<file path="config.mk">
export PLATFORM = sky130hd
export DESIGN_NAME = i2c_master_register_sequencer
export DESIGN_NICKNAME = d
export VERILOG_FILES = /design/src/rtl/core/i2cms_pkg.sv /design/src/rtl/core/i2cms_in_stage.sv /design/src/rtl/core/i2cms_step.sv /design/src/rtl/core/i2cms_out_stage.sv /design/src/rtl/core/i2c_master_register_sequencer.sv
export SDC_FILE = /design/constraint.sdc
export NUM_CORES = 1
export LEC_CHECK = 0
export BUFFER_PORTS_ARGS = -buffer_cell sky130_fd_sc_hd__clkbuf_2
export CAP_MARGIN = 20
export CORE_MARGIN = 2
export CORE_UTILIZATION = 61
export CTS_CLUSTER_SIZE = 20
export DETAILED_ROUTE_END_ITERATION = 12
export PLACE_DENSITY = 0.84
export SYNTH_ARGS = -nofsm -noshare
export SYNTH_HDL_FRONTEND = slang
export SYNTH_SLANG_ARGS = --single-unit
</file>
<file path="constraint.sdc">
create_clock -name clk -period 5.5 [get_ports clk]
set_input_delay 0 -clock clk [delete_from_list [all_inputs] [get_ports clk]]
set_output_delay 0 -clock clk [all_outputs]
set_load 0.05 [all_outputs]
</file>
<file path="src/rtl/core/i2cms_pkg.sv">
// i2cms_pkg: shared types and codes for the i2c master register sequencer
// no dependencies; used by every module in rtl/core

package i2cms_pkg;

  // action codes carried by each input transaction
  localparam logic [1:0] ACTION_WRITE = 2'd0;
  localparam logic [1:0] ACTION_READ  = 2'd1;
  localparam logic [1:0] ACTION_EVENT = 2'd2;

  // ack control codes
  localparam logic [1:0] ACK_KEEP    = 2'd0;
  localparam logic [1:0] ACK_ENABLE  = 2'd1;
  localparam logic [1:0] ACK_DISABLE = 2'd2;

  // address byte masks: write form clears bit 0, read form sets it
  localparam logic [7:0] ADDR_WRITE_MASK = 8'hfe;
  localparam logic [7:0] ADDR_READ_BIT   = 8'h01;

  typedef struct packed {
    logic [1:0] action;
    logic [6:0] slave_address;
    logic [7:0] register_address;
    logic [7:0] byte_count;
    logic       flag_start_sent;
    logic       flag_tx_empty;
    logic       flag_addr_sent;
    logic       flag_rx_not_empty;
    logic [7:0] rx_data;
    logic [7:0] tx_byte;
  } in_item_t;

  typedef struct packed {
    logic       dr_write;
    logic [7:0] dr_value;
    logic       gen_start;
    logic       gen_stop;
    logic [1:0] ack_control;
    logic       event_irq_enable;
    logic       rx_valid;
    logic [7:0] rx_byte;
    logic       done_res;
  } out_item_t;

endpackage

</file>
<file path="src/rtl/core/i2cms_in_stage.sv">
// i2cms_in_stage: input register holding one accepted transaction
// depends on i2cms_pkg for the input item type

module i2cms_in_stage (
  input  logic                clk,
  input  logic                rst,
  input  logic                in_valid,
  output logic                in_ready,
  input  i2cms_pkg::in_item_t in_item,
  output logic                st_valid,
  output i2cms_pkg::in_item_t st_item,
  input  logic                st_take
);

  // register is free when empty or being drained this cycle
  assign in_ready = !st_valid || st_take;

  always_ff @(posedge clk) begin
    if (rst) begin
      st_valid <= 1'b0;
    end else if (in_ready) begin
      st_valid <= in_valid;
    end
  end

  // payload needs no reset
  always_ff @(posedge clk) begin
    if (in_ready && in_valid) begin
      st_item <= in_item;
    end
  end

endmodule

</file>
<file path="src/rtl/core/i2cms_step.sv">
// i2cms_step: sequencer state and the per-transaction decision logic
// depends on i2cms_pkg for item types, action and ack codes

module i2cms_step (
  input  logic                 clk,
  input  logic                 rst,
  input  logic                 fire,
  input  i2cms_pkg::in_item_t  item,
  output i2cms_pkg::out_item_t result
);

  logic [7:0] addr_byte, addr_byte_next;
  logic [7:0] reg_byte, reg_byte_next;
  logic [7:0] total_bytes, total_bytes_next;
  logic [7:0] sent_count, sent_count_next;
  logic [7:0] recv_count, recv_count_next;
  logic       repeat_pending, repeat_pending_next;
  logic       irq_on, irq_on_next;
  logic [7:0] sent_inc;
  logic [7:0] recv_inc;
  logic [7:0] total_less_two;

  assign sent_inc       = sent_count + 8'd1;
  assign recv_inc       = recv_count + 8'd1;
  assign total_less_two = total_bytes - 8'd2;

  // decision logic for one transaction
  always_comb begin
    addr_byte_next      = addr_byte;
    reg_byte_next       = reg_byte;
    total_bytes_next    = total_bytes;
    sent_count_next     = sent_count;
    recv_count_next     = recv_count;
    repeat_pending_next = repeat_pending;
    irq_on_next         = irq_on;
    result              = '0;

    if (item.action == i2cms_pkg::ACTION_WRITE || item.action == i2cms_pkg::ACTION_READ) begin
      // start: latch target, request start, arm interrupt
      addr_byte_next = {item.slave_address, 1'b0};
      if (item.action == i2cms_pkg::ACTION_READ) begin
        addr_byte_next     = {item.slave_address, 1'b0} | i2cms_pkg::ADDR_READ_BIT;
        result.ack_control = i2cms_pkg::ACK_ENABLE;
      end
      reg_byte_next    = item.register_address;
      total_bytes_next = item.byte_count;
      result.gen_start = 1'b1;
      irq_on_next      = 1'b1;
    end else if (item.action == i2cms_pkg::ACTION_EVENT && irq_on) begin
      priority if (item.flag_start_sent) begin
        // start sent: write address byte, read form once per repeated start
        result.dr_write = 1'b1;
        if (repeat_pending) begin
          repeat_pending_next = 1'b0;
          result.dr_value     = addr_byte;
        end else begin
          result.dr_value = addr_byte & i2cms_pkg::ADDR_WRITE_MASK;
        end
        sent_count_next = 8'd0;
        recv_count_next = 8'd0;
      end else if (item.flag_tx_empty) begin
        priority if (item.flag_addr_sent) begin
          result.dr_write = 1'b1;
          result.dr_value = reg_byte;
        end else if (addr_byte[0]) begin
          // read: register sent, ask for repeated start
          if (recv_count == 8'd0) begin
            repeat_pending_next = 1'b1;
            result.gen_start    = 1'b1;
          end
        end else begin
          // write data byte
          result.dr_write = 1'b1;
          result.dr_value = item.tx_byte;
          sent_count_next = sent_inc;
          if (sent_inc >= total_bytes) begin
            result.gen_stop = 1'b1;
            irq_on_next     = 1'b0;
            result.done_res = 1'b1;
          end
        end
      end else if (item.flag_addr_sent && total_bytes == 8'd1) begin
        // single byte read: drop ack before the byte arrives
        result.ack_control = i2cms_pkg::ACK_DISABLE;
      end else if (item.flag_rx_not_empty) begin
        if (total_bytes == 8'd1) begin
          result.gen_stop = 1'b1;
        end
        result.rx_valid = 1'b1;
        result.rx_byte  = item.rx_data;
        recv_count_next = recv_inc;
        if (recv_inc >= total_bytes) begin
          irq_on_next     = 1'b0;
          result.done_res = 1'b1;
          recv_count_next = 8'd0;
        end
        // long read: nack and stop two bytes before the end
        if (total_bytes > 8'd2 && recv_count_next == total_less_two) begin
          result.ack_control = i2cms_pkg::ACK_DISABLE;
          result.gen_stop    = 1'b1;
        end
      end
    end

    result.event_irq_enable = irq_on_next;
  end

  // state registers advance once per transaction
  always_ff @(posedge clk) begin
    if (rst) begin
      addr_byte      <= 8'd0;
      reg_byte       <= 8'd0;
      total_bytes    <= 8'd0;
      sent_count     <= 8'd0;
      recv_count     <= 8'd0;
      repeat_pending <= 1'b0;
      irq_on         <= 1'b0;
    end else if (fire) begin
      addr_byte      <= addr_byte_next;
      reg_byte       <= reg_byte_next;
      total_bytes    <= total_bytes_next;
      sent_count     <= sent_count_next;
      recv_count     <= recv_count_next;
      repeat_pending <= repeat_pending_next;
      irq_on         <= irq_on_next;
    end
  end

`ifndef NO_ASSERTIONS
  // completion always disarms the interrupt
  a_done_disarms: assert property (@(posedge clk) disable iff (rst)
    fire && result.done_res |=> !irq_on)
    else $error("done_res without interrupt disarm");

  // a start transaction arms the interrupt
  a_start_arms: assert property (@(posedge clk) disable iff (rst)
    fire && (item.action == i2cms_pkg::ACTION_WRITE ||
             item.action == i2cms_pkg::ACTION_READ) |=> irq_on)
    else $error("start did not arm interrupt");

  // no activity while disarmed
  a_idle_quiet: assert property (@(posedge clk) disable iff (rst)
    !irq_on && item.action == i2cms_pkg::ACTION_EVENT |->
      !result.dr_write && !result.rx_valid && !result.done_res)
    else $error("event acted on while interrupt disarmed");

  // state leaves reset cleared
  a_reset_clear: assert property (@(posedge clk)
    rst |=> !irq_on && !repeat_pending && recv_count == 8'd0)
    else $error("state not cleared by reset");
`endif

endmodule

</file>
<file path="src/rtl/core/i2cms_out_stage.sv">
// i2cms_out_stage: result register toward the output channel
// depends on i2cms_pkg for the result item type

module i2cms_out_stage (
  input  logic                 clk,
  input  logic                 rst,
  input  logic                 load,
  input  i2cms_pkg::out_item_t res,
  output logic                 space,
  output logic                 out_valid,
  input  logic                 out_ready,
  output i2cms_pkg::out_item_t out_item
);

  // room when empty or the held result leaves this cycle
  assign space = !out_valid || out_ready;

  always_ff @(posedge clk) begin
    if (rst) begin
      out_valid <= 1'b0;
    end else if (space) begin
      out_valid <= load;
    end
  end

  always_ff @(posedge clk) begin
    if (load) begin
      out_item <= res;
    end
  end

endmodule

</file>
<file path="src/rtl/core/i2c_master_register_sequencer.sv">
// i2c_master_register_sequencer: top level of the register read/write sequencer
// depends on i2cms_pkg, i2cms_in_stage, i2cms_step, i2cms_out_stage
//
//   channel  handshake             payload
//   in       in_valid / in_ready   action, addresses, count, status flags, rx_data, tx_byte
//   out      out_valid / out_ready dr_write, dr_value, start/stop, ack, irq, rx byte, done
//
// one result per input transaction; out_valid rises once it has passed the input register into the result register
// sustained rate one transaction per cycle while out_ready is held: input register, step logic, result register
// rst is synchronous and clears the state and both valid flags
// a stalled output holds its result; the input register keeps filling until both are full

module i2c_master_register_sequencer (
  input  logic       clk,
  input  logic       rst,
  input  logic       in_valid,
  output logic       in_ready,
  input  logic [1:0] action,
  input  logic [6:0] slave_address,
  input  logic [7:0] register_address,
  input  logic [7:0] byte_count,
  input  logic       flag_start_sent,
  input  logic       flag_tx_empty,
  input  logic       flag_addr_sent,
  input  logic       flag_rx_not_empty,
  input  logic [7:0] rx_data,
  input  logic [7:0] tx_byte,
  output logic       out_valid,
  input  logic       out_ready,
  output logic       dr_write,
  output logic [7:0] dr_value,
  output logic       gen_start,
  output logic       gen_stop,
  output logic [1:0] ack_control,
  output logic       event_irq_enable,
  output logic       rx_valid,
  output logic [7:0] rx_byte,
  output logic       done_res
);

  i2cms_pkg::in_item_t  in_item;
  i2cms_pkg::in_item_t  st_item;
  i2cms_pkg::out_item_t res;
  i2cms_pkg::out_item_t out_item;
  logic                 st_valid;
  logic                 space;
  logic                 fire;

  // pack input ports
  always_comb begin
    in_item.action            = action;
    in_item.slave_address     = slave_address;
    in_item.register_address  = register_address;
    in_item.byte_count        = byte_count;
    in_item.flag_start_sent   = flag_start_sent;
    in_item.flag_tx_empty     = flag_tx_empty;
    in_item.flag_addr_sent    = flag_addr_sent;
    in_item.flag_rx_not_empty = flag_rx_not_empty;
    in_item.rx_data           = rx_data;
    in_item.tx_byte           = tx_byte;
  end

  // transaction moves from input register to result register
  assign fire = st_valid && space;

  i2cms_in_stage u_in (
    .clk      (clk),
    .rst      (rst),
    .in_valid (in_valid),
    .in_ready (in_ready),
    .in_item  (in_item),
    .st_valid (st_valid),
    .st_item  (st_item),
    .st_take  (fire)
  );

  i2cms_step u_step (
    .clk    (clk),
    .rst    (rst),
    .fire   (fire),
    .item   (st_item),
    .result (res)
  );

  i2cms_out_stage u_out (
    .clk       (clk),
    .rst       (rst),
    .load      (fire),
    .res       (res),
    .space     (space),
    .out_valid (out_valid),
    .out_ready (out_ready),
    .out_item  (out_item)
  );

  // unpack result
  assign dr_write         = out_item.dr_write;
  assign dr_value         = out_item.dr_value;
  assign gen_start        = out_item.gen_start;
  assign gen_stop         = out_item.gen_stop;
  assign ack_control      = out_item.ack_control;
  assign event_irq_enable = out_item.event_irq_enable;
  assign rx_valid         = out_item.rx_valid;
  assign rx_byte          = out_item.rx_byte;
  assign done_res         = out_item.done_res;

endmodule

</file>
==> reports/metrics.yaml, run 1 <==
status: "finished, final reports clean"
gp_congestion: 0.869
syn_inst: 448
synth_cell_type_count: 66
grt_pass1_wl_mm: 20.7
cts_tree: "done"
die_area_mm2: 0.00908
cts_resized: 0
finalHoldViolations: 0
grt_max_degree: 46
num_rows: 33
fmax_mhz: 316
grt_antenna_before_repair: 0
path_class: "reg2reg"
synth_edf_count: 69
clockBufferDepth: 2
rsz0062_at_grt: "false"
relSlewSlack_pct: 27.0
io_buffer_count: 74
hpwl_mm: 7.12
endpoint_kind: "flop"
ys_seq_elements: 113
leakage_nw: 2.57
synth_top_family_by_area: "simple AND/OR/NAND/NOR gates"
clk_latency_ns: 0.52
worstPathArrival_ns: 3.42
setup_viol: 0
max_cap_violations: 0
core_area_mm2: 0.00813
die_h_um: 95.3
start_util_pct: 62.5
cts.clk_slew.worst_paths_ns: 0.06
tightest_slew_ns: 1.10
synth_ff_type: "edfxtp_1"
synth_fa_ha_area_share_pct: 4.92
hold_depth: 2
reg2reg_from: "u_step.recv_count[0]"
fin_nets: 641
crit_path_start: "u_step.recv_count[0]"
rr_worst_depth: 11
root_buffer: "clkbuf_8"
fin_crit_ns: 3.16
tns_ns: 0
max-vdd-ir-drop_uv: 490
muxShareOfSynthArea_pct: 0.197
first_pass_iters: 5
track_usage_pct: 30.8
synthXorXnorAreaFrac_pct: 4.50
endpoint: "u_out.out_item[12]"
vias: 4106
seq_area_frac_synth_pct: 58.1
synth_warnings: 0
overflow: 0
final.period_utilization_pct: 57.5
fin_area_mm2: 0.00654
drv_slew: 0
synth_compound_area_share_pct: 13.0
cp.required_ns: 5.75
first_global_vias: 4127
skew_ns: 0.0104
synth-simple-area-share_pct: 16.5
drt_iter0_markers: 306
drc: 0
ant_nets: 0
post_cts_buffers: 0
place_area_mm2: 0.00551
drive_above_1_share_pct: 21.5
r2r_slack_ns: 2.34
diodes: 0
holdBufCountCts: 48
async_flop_share_pct: 0
p_per_area_mw_per_mm2: 331
die_w_um: 95.3
layout_common_cells: "clkbuf_2, edfxtp_1, nand2_1"
clock_sinks: 113
io_pins: 75
area.growth.synth_to_final_pct: 28.6
worstSetupStartpointType: "flop"
cts_made_buffers: 17
avgSynthCellArea_um2: 11.4
worst_r2r_endpoint: "u_out.out_item[12]"
htree_levels: 4
drt-wirelength-per-cell_um: 19.1
netlist_area_mm2: 0.00509
place_ws_ns: 2.35
vias_per_cell: 5.95
drt_wl_total_mm: 13.2
synth_nets: 517
final_common_cell: "clkbuf_2"
fin_ws_ns: 2.34
min_path_type: "in2reg"
crit_fanout: 9
cells in the mapped netlist (all sizes together), types with 2 or more instances:
cell type	number	area share [%]
and2	2	0.30
a22o	8	1.4
ha	20	4.9
o21ai	13	1.3
a21o	3	0.47
nor4b	3	0.64
a21oi	39	3.8
nor2	38	2.8
a32oi	2	0.34
a211oi	2	0.30
edfxtp	69	41
nor3	7	1.0
xor2	7	1.7
nor2b	5	0.62
nor4	2	0.54
inv	14	1.0
nand3	10	0.98
a22oi	16	2.4
nand4	2	0.37
xnor2	14	2.8
dfxtp	44	17
a2111oi	2	0.47
nand2b	7	0.86
buf	2	0.20
o311ai	2	0.34
nor3b	2	0.30
and3	14	1.7
nand2	57	4.3
nand3b	5	0.98
o21a	3	0.44
clkbuf	16	1.6
worst min-delay path by stage:
stage | slack, ns | start | to
after detailed placement | 0.18 | register_address[7] | u_in.st_item[35]
after global placement | 0.18 | slave_address[4] | u_in.st_item[40]
after CTS | 0.19 | flag_tx_empty | u_in.st_item[18]
after floorplan | 0.1 | tx_byte[0] | u_in.st_item[0]
after global routing | 0.21 | slave_address[5] | u_in.st_item[41]
final | 0.19 | register_address[6] | u_in.st_item[34]
state kept, by name, summed over array words and instances, names as in the netlist:
register / count
u_step.recv_count: 8
u_step.total_bytes: 8
u_in.st_valid: 1
u_step.sent_count: 8
u_step.irq_on: 1
u_in.st_item: 45
u_step.reg_byte: 8
u_step.repeat_pending: 1
u_step.addr_byte: 8
u_out.out_item: 24
u_out.out_valid: 1
final cells by class:
cell class / instances / area [um^2]
timing repair buffer: 123 / 858
inverter: 14 / 52.6
tap: 105 / 131
fill: 447 / 1590
sequential: 113 / 2950
clock buffer: 20 / 445
multi-input combinational: 303 / 1990
clock inverter: 12 / 110
cell families after synthesis:
| kind of cell | after synthesis |
|---|---|
| AND/OR/NAND/NOR | 160 |
| adder cells (fa/ha/maj) | 20 |
| AO/OA/AOI/OAI | 101 |
| multiplexers | 1 |
| XOR/XNOR | 21 |
| buffers and inverters | 32 |
| flip-flops | 113 |
critical path, cell delays in order (launching register included):
cell	delay, ns
dfxtp_1	0.44
ha_1	0.27
nand3_1	0.14
nor2_1	0.20
xor2_2	0.27
ha_1	0.20
nand4_1	0.11
o31a_2	0.44
and3_1	0.17
o211a_1	0.23
o311ai_0	0.33
o21ai_1	0.10
per-stage QoR:
step	std cells	utilization (%)	power [mW]	hold slack, ns
2_1_floorplan	448	-	1.07	0.0989
3_5_place_dp	610	67.7	1.12	0.179
6_report	690	80.4	2.16	0.193
5_1_grt	690	80.4	2.22	0.205
3_3_place_gp	610	67.7	1.11	0.176
4_1_cts	690	80.4	2.15	0.185
metal layers:
layer  part of all wire, %  global-route usage, %  routed length, um
met1                    39                   36.0               5080
met2                    52                   53.6               6780
met3                   7.2                   7.04                949
met4                   2.7                   14.3                353
met5                     0                      0                  0
report_power, final:
| part | internal (mW) | total (mW) | switching [mW] |
|---|---|---|---|
| sequential | 0.936 | 0.959 | 0.0234 |
| clock | 0.623 | 1.03 | 0.405 |
| combinational | 0.0717 | 0.176 | 0.105 |
Power figures use the tool's default switching activity.
==> run 2, diff against run 1 <==
--- a/config.mk
+++ b/config.mk
@@ -8,10 +8,10 @@
 export BUFFER_PORTS_ARGS = -buffer_cell sky130_fd_sc_hd__clkbuf_2
 export CAP_MARGIN = 20
 export CORE_MARGIN = 2
-export CORE_UTILIZATION = 61
+export CORE_UTILIZATION = 51
 export CTS_CLUSTER_SIZE = 20
 export DETAILED_ROUTE_END_ITERATION = 12
-export PLACE_DENSITY = 0.84
+export PLACE_DENSITY = 0.75
 export SYNTH_ARGS = -nofsm -noshare
 export SYNTH_HDL_FRONTEND = slang
 export SYNTH_SLANG_ARGS = --single-unit
==> constraint.sdc (replaced) <==
create_clock -name clk -period 2.7 [get_ports clk]
set_input_delay 0 -clock clk [delete_from_list [all_inputs] [get_ports clk]]
set_output_delay 0 -clock clk [all_outputs]
set_load 0.05 [all_outputs]
==> reports/metrics.yaml, run 2 (synthesis gave the netlist of run 1 again) <==
crit_fanout: 4
clock_sinks: 113
status: "finished, final reports clean"
vias_per_cell: 5.37
root_buffer: "clkbuf_8"
worstPathArrival_ns: 2.94
top_register: "u_in.st_item"
layout_common_cells: "clkbuf_2, edfxtp_1, nand2_1"
max_cap_violations: 0
setup_viol: 0
largest_reg_flops: 45
start_util_pct: 52.3
cp.required_ns: 2.97
final.period_utilization_pct: 98.9
cts_tree: "done"
grt_pass1_wl_mm: 20.4
first_pass_iters: 6
power.total_mw: 4.38
tightest_slew_ns: 0.959
fin_ws_ns: 0.0284
fmax_mhz: 374
finish.utilization_pct: 71.9
timing.hold.ws_ns: 0.185
rsz0062_at_grt: "true"
leakage_nw: 2.78
worstSetupStartpointType: "flop"
internal_power_mw: 3.30
fin_nets: 681
place_ws_ns: -0.0920
clk_latency_ns: 0.52
hpwl_mm: 7.93
fin_area_mm2: 0.00700
diodes: 0
place_area_mm2: 0.00583
grt_antenna_before_repair: 0
drc: 0
gp_congestion: 0.857
fin_crit_ns: 2.67
p_sw_share_pct: 24.7
p_per_area_mw_per_mm2: 626
io_buffer_count: 74
min_path_type: "in2reg"
final_common_cell: "clkbuf_2"
seqPwrFrac_pct: 44.2
skew_ns: 0.00654
die_h_um: 104
cts_made_buffers: 17
endpoint_kind: "flop"
dp.cells: 676
clockBufferDepth: 2
die_area_mm2: 0.0108
drt-wirelength-per-cell_um: 16.3
core_area_mm2: 0.00973
io_pins: 75
finalHoldViolations: 0
area.growth.synth_to_final_pct: 37.5
max-vdd-ir-drop_uv: 603
relSlewSlack_pct: 36.1
reg.largest.list: "u_in.st_item: 45 flops, u_out.out_item: 24 flops"
num_rows: 36
drv_slew: 0
drt_iter0_markers: 307
die_w_um: 104
grt_max_degree: 46
ant_nets: 0
clkPwrFrac_pct: 46.7
fin_cells: 758
overflow: 0
vias: 4069
path_class: "reg2reg"
htree_levels: 4
drt_wl_total_mm: 12.4
track_usage_pct: 24.4
power_switching_mw: 1.08
cts.clk_slew.worst_paths_ns: 0.06
p_comb_share_pct: 9.1
tns_ns: 0
first_global_vias: 4099
drive_above_1_share_pct: 29.1
## run 2: path summary, 6_finish.rpt
check                  startpoint            endpoint  slack (ns)  depth (start not counted)
max          u_step.recv_count[6]  u_out.out_item[13]        0.03                         10
min           register_address[2]    u_in.st_item[30]        0.18                          2
max reg2reg  u_step.recv_count[6]  u_out.out_item[13]        0.03                         10
min reg2reg    u_step.reg_byte[3]  u_step.reg_byte[3]        0.46                          2
## run 2: what timing repair did
action / in CTS / in global routing
gates resized for setup: 16 / 9
cloned: 0 / 0
pin swaps: 6 / 7
setup buffers: 1 / 1
hold buffers: 48 / 0
endpoints found under the setup margin: 2 / 10
endpoints found under the hold margin: 47 / 0
## run 2: per-layer routing
| layer | track usage, % | up-vias | routed length, um |
|---|---|---|---|
| met5 | 0 | - | 0 |
| li1 | - | 1976 | - |
| met2 | 39.9 | 131 | 6170 |
| met1 | 31.1 | 1944 | 5340 |
| met3 | 6.64 | 18 | 679 |
| met4 | 9.17 | 0 | 171 |
## run 2: final cells by class
class / instances / area [um^2]
multi-input combinational: 303 / 2100
sequential: 113 / 2970
clock buffer: 17 / 414
fill: 704 / 2730
tap: 133 / 166
inverter: 14 / 52.6
timing repair buffer: 163 / 1160
clock inverter: 15 / 135
## run 2: critical path, stage by stage, from the launching register on
cell,delay (ns)
dfxtp_1,0.37
nand3_2,0.11
nor3_4,0.28
xor2_4,0.12
ha_4,0.28
nand4_1,0.14
o31a_2,0.35
and3_1,0.15
o211a_1,0.24
o311ai_2,0.29
o21ai_1,0.09
## run 2: power by group through the flow
stage | logic, mW | clock network, mW | registers (mW)
after CTS | 0.387 | 2.06 | 1.94
after detailed placement | 0.328 | 0 | 1.97
after global placement | 0.320 | 0 | 1.97
final | 0.399 | 2.04 | 1.94
after global routing | 0.428 | 2.15 | 1.94
after floorplan | 0.159 | 0 | 2.02
